### config.mk
export PLATFORM = sky130hd
export DESIGN_NAME = sd64_cell
export DESIGN_NICKNAME = d
export VERILOG_FILES = /design/src/rtl/sd64_pkg.sv /design/src/rtl/sd64_cell.sv
export SDC_FILE = /design/constraint.sdc
export NUM_CORES = 1
export LEC_CHECK = 0
export BUFFER_PORTS_ARGS = -buffer_cell sky130_fd_sc_hd__buf_2
export CAP_MARGIN = 20
export CORE_AREA = 2 2 150 152
export DETAILED_ROUTE_END_ITERATION = 12
export DIE_AREA = 0 0 152 154
export MAX_ROUTING_LAYER = met4
export PLACE_DENSITY_LB_ADDON = 0.3
export SYNTH_ARGS = -nofsm -noshare
export SYNTH_HDL_FRONTEND = slang
export SYNTH_SLANG_ARGS = --single-unit
### constraint.sdc
create_clock -name clk -period 2.9 [get_ports clk]
set_clock_uncertainty 0.1 [all_clocks]
set_input_delay 0.145 -clock clk [delete_from_list [all_inputs] [get_ports clk]]
set_output_delay 0.145 -clock clk [all_outputs]
set_load 0.05 [all_outputs]
### src/rtl/sd64_pkg.sv
// shared types and constants for the pipelined signed 64-bit divider
package sd64_pkg;

  localparam int unsigned Width = 64;
  localparam int unsigned Steps = Width;
  localparam int unsigned Latency = Steps + 2;

  typedef logic [Width-1:0] word_t;

  // payload carried from cell to cell
  typedef struct packed {
    logic  neg;
    word_t nq;
    word_t rem;
    word_t dvsr;
  } sd64_stage_t;

endpackage

### src/rtl/sd64_cell.sv
// one restoring shift-and-subtract step of the divider array
module sd64_cell (
  input  logic                 clk,
  input  logic                 rst_n,
  input  logic                 valid_i,
  input  sd64_pkg::sd64_stage_t stage_i,
  output logic                 valid_o,
  output sd64_pkg::sd64_stage_t stage_o
);

  logic                  valid_r;
  sd64_pkg::sd64_stage_t stage_r;
  sd64_pkg::sd64_stage_t stage_nxt;
  sd64_pkg::word_t       shifted;
  logic [sd64_pkg::Width:0] diff;
  logic                  ge;

  // nq holds unused dividend bits at the top and quotient bits filling from the bottom
  always_comb begin
    shifted = {stage_i.rem[sd64_pkg::Width-2:0], stage_i.nq[sd64_pkg::Width-1]};
    diff = {1'b0, shifted} - {1'b0, stage_i.dvsr};
    ge = ~diff[sd64_pkg::Width];
    stage_nxt.neg = stage_i.neg;
    stage_nxt.dvsr = stage_i.dvsr;
    stage_nxt.rem = ge ? diff[sd64_pkg::Width-1:0] : shifted;
    stage_nxt.nq = {stage_i.nq[sd64_pkg::Width-2:0], ge};
  end

  always_ff @(posedge clk) begin
    if (!rst_n) begin
      valid_r <= 1'b0;
    end else begin
      valid_r <= valid_i;
    end
  end

  always_ff @(posedge clk) begin
    stage_r <= stage_nxt;
  end

  assign valid_o = valid_r;
  assign stage_o = stage_r;

endmodule

==> impl_summary.log <==
[metrics] number of fill cells: 1,721
[metrics] TritonCTS clock tree: done
[metrics] DR vias/cell: 4.88
[metrics] Hold Vio Cnt, Final: 0
[metrics] CP Data Arrival Time: 3.08 ns
[metrics] maximum number of pins on one net before global-route repair: 49
[metrics] power per cell area: 581 nW/µm²
[metrics] final wirelength: 32,000 µm
[metrics] total via count in the routed design: 9,700
[metrics] Post-synth EDFFs: 0
[metrics] critical path type: in -> reg
[metrics] number of DRC violations after detailed routing: 0
[metrics] most frequent cell after synthesis: sky130_fd_sc_hd__dfxtp_1
[metrics] slowest cell on the critical path: sky130_fd_sc_hd__dlygate4sd3_1
[metrics] register area: 3880 µm²
[metrics] Die Outline Area: 23,400 µm²
[metrics] clk buf depth: 2
[metrics] I/O Pins: 390
[metrics] Num Clock Sinks: 194
[metrics] Initial Util: 0.402
[metrics] delay contributed by the slowest stage of the critical path: 0.53 ns
[metrics] utilization after layout: 0.672
[metrics] overflow left after global routing: 0
[metrics] RSZ-0062 raised after global routing: true
[metrics] maximum clock frequency: 350 MHz
[metrics] result of the run: finished, final reports clean
[metrics] part of the cycle the worst path needs: 0.984
[metrics] final setup violation count: 0
[metrics] Yosys warning total: 0
[metrics] final-report max-slew violation count: 0
[metrics] antenna violations before repair: 1
[metrics] floorplan die width: 152 µm
[metrics] HPWL after detailed placement: 22,700 µm
[metrics] Core ar.: 21,700 µm²
[metrics] Max Fanout on Critical Path: 4
[metrics] count of maximum capacitance violations: 0
[metrics] Area contributors post-synth: sky130_fd_sc_hd__dfxtp_1, sky130_fd_sc_hd__ha_1, sky130_fd_sc_hd__o21ai_0
[metrics] list of cells traversed by the critical path: dlygate4sd3_1 -> buf_2 -> inv_1 -> ha_1 -> nand2_1 -> or4_1 -> a21oi_1 -> o21ai_1 -> buf_4 -> o31ai_1 -> xnor2_1 -> o21ai_0
[metrics] H-tree levels: 4
[metrics] synthesized flop and latch total: 194
[metrics] most used flip-flop cell after synthesis: sky130_fd_sc_hd__dfxtp_1
[metrics] count of port buffers added during placement: 388
[metrics] vertical extent of the die: 154 µm
[metrics] proportion of register bits with asynchronous set or reset after synthesis: 0
[metrics] cell taking the most area after synthesis: sky130_fd_sc_hd__dfxtp_1
[metrics] Wirelength per Cell: 16.1 µm
[metrics] Setup crit start kind: primary input
[metrics] area of the multi-input gates: 4480 µm²
[metrics] first-pass GRT wire length: 49,900 µm
[metrics] overall routing resource usage: 0.272
[metrics] critical path endpoint category: flop
[metrics] Yosys top cell area share: 0.445
[metrics] synthesized area per cell: 8.78 µm²
[metrics] fraction of final layout cells with drive strength greater than 1: 0.344
[metrics] vias in the first global route: 9,765
[metrics] CTS Root Cell: sky130_fd_sc_hd__clkbuf_16
[metrics] router iterations before antenna repair: 6
[metrics] sequential fraction of the synthesis area: 0.445
[metrics] row cnt: 54
[metrics] normalized max-slew margin: 0.601
[metrics] cell area after synthesis: 8720 µm²
[metrics] transition time at the pin with the least slew margin: 0.591 ns
[metrics] global placer's final weighted congestion: 0.916
[metrics] Iter 0 DRT Violations: 486
[metrics] clock slew seen by the registers of the worst setup and hold paths: 0.08 ns
[metrics] area delta synth->final: 67.1%
[metrics] post-route worst hold slack: 0.131 ns
[metrics] Detail Route Antenna Nets: 0
[metrics] net total in the final layout: 1,953
[metrics] worst endpoint required time: 3.13 ns
[metrics] synth cell count leaders: sky130_fd_sc_hd__dfxtp_1, sky130_fd_sc_hd__nand2_1, sky130_fd_sc_hd__o21ai_0
[metrics] post-synthesis net count: 1,255
[metrics] static leakage: 7.26 nW
[metrics] Max rail drop VDD: 422 µV
[metrics] total CTS buffers: 17
[metrics] Hold/Removal Path Class: in -> reg
[metrics] final worst path period need: 2.85 ns
[metrics] post-synth cell types: 58
[metrics] synthesized instance count: 994
==> what timing repair did <==
action	in CTS	in global routing
pin swaps	0	7
setup buffers	0	5
resized for setup	1	26
endpoints found under the hold margin	193	0
cloned	0	0
setup endpoints to repair	2	64
hold buffers	195	0
==> cells by family (layout without fill, tap and decap cells) <==
family | Yosys count | after routing | share of synthesized area
compound gates | 304 | 304 | 0.213
simple gates | 251 | 251 | 0.132
flops | 194 | 194 | 0.445
buf+inv | 120 | 831 | 0.0545
fa+ha+maj | 65 | 65 | 0.0941
xor+xnor | 56 | 56 | 0.0562
mux | 4 | 4 | 0.00502
other cells | 0 | 1 | 0
==> final cells by class <==
| type | count | share of cell area |
|---|---|---|
| Antenna cell | 1 | 0.000172 |
| Multi-Input combinational cell | 680 | 0.307 |
| Clock inverter | 15 | 0.0122 |
| Inverter | 87 | 0.0224 |
| Timing Repair Buffer | 712 | 0.338 |
| Tap cell | 280 | 0.0240 |
| Sequential cell | 194 | 0.266 |
| Clock buffer | 17 | 0.0292 |
==> report_power, final <==
part / total [mW] / switching (mW) / internal (mW)
Clock: 2.41 / 1.24 / 1.18
Combinational: 3.05 / 1.96 / 1.09
Sequential: 3.00 / 0.0709 / 2.93
==> metal layers <==
metal | global-route usage | up-vias | share of wire
li1 | - | 4835 | -
met1 | 0.305 | 4435 | 0.41
met2 | 0.472 | 352 | 0.50
met4 | 0.115 | 0 | 0.040
met3 | 0.0533 | 78 | 0.048
met5 | - | - | 0
==> critical path, delay by kind of cell <==
family / cells / cell delay, ns
simple gates: 2 / 0.55
xor+xnor: 1 / 0.18
fa+ha+maj: 1 / 0.32
buf+inv: 4 / 0.91
compound gates: 4 / 0.96
==> flip-flops by register name, indices dropped and copies added (netlist names) <==
register / cells
valid_o: 1
stage_o: 193
==> placed cells by master, fill, tap and decap left out, types with 26 or more instances in the layout <==
cell                            instances
sky130_fd_sc_hd__ha_1                  62
sky130_fd_sc_hd__o21ai_0               95
sky130_fd_sc_hd__xnor2_1               30
sky130_fd_sc_hd__a21oi_1               85
sky130_fd_sc_hd__buf_4                124
sky130_fd_sc_hd__a21o_1                30
sky130_fd_sc_hd__dlygate4sd3_1        195
sky130_fd_sc_hd__nor2_1                41
sky130_fd_sc_hd__inv_1                 87
sky130_fd_sc_hd__dfxtp_1              194
sky130_fd_sc_hd__xor2_1                26
sky130_fd_sc_hd__buf_2                388
sky130_fd_sc_hd__nand2_1              119
==> through the flow <==
stage	setup slack (ns)	std cells	cell area (µm²)	total power [mW]	setup TNS (ns)
floorplan	0.0680	994	8720	4.91	0
global placement	-0.286	1753	11800	5.79	-5.67
detailed placement	-0.349	1753	11800	5.81	-7.51
CTS	0.0176	1980	14400	8.43	0
global route	-0.00919	1986	14600	8.84	-0.0182
finish	0.0453	1986	14600	8.46	0
==> worst paths after layout <==
kind / from / to / slack [ns] / cells after the start
setup / recovery: stage_i[27] / stage_o[109] / 0.05 / 12
hold / removal: stage_i[67] / stage_o[68] / 0.13 / 4
No activity file was read; power rests on OpenSTA's default activity.
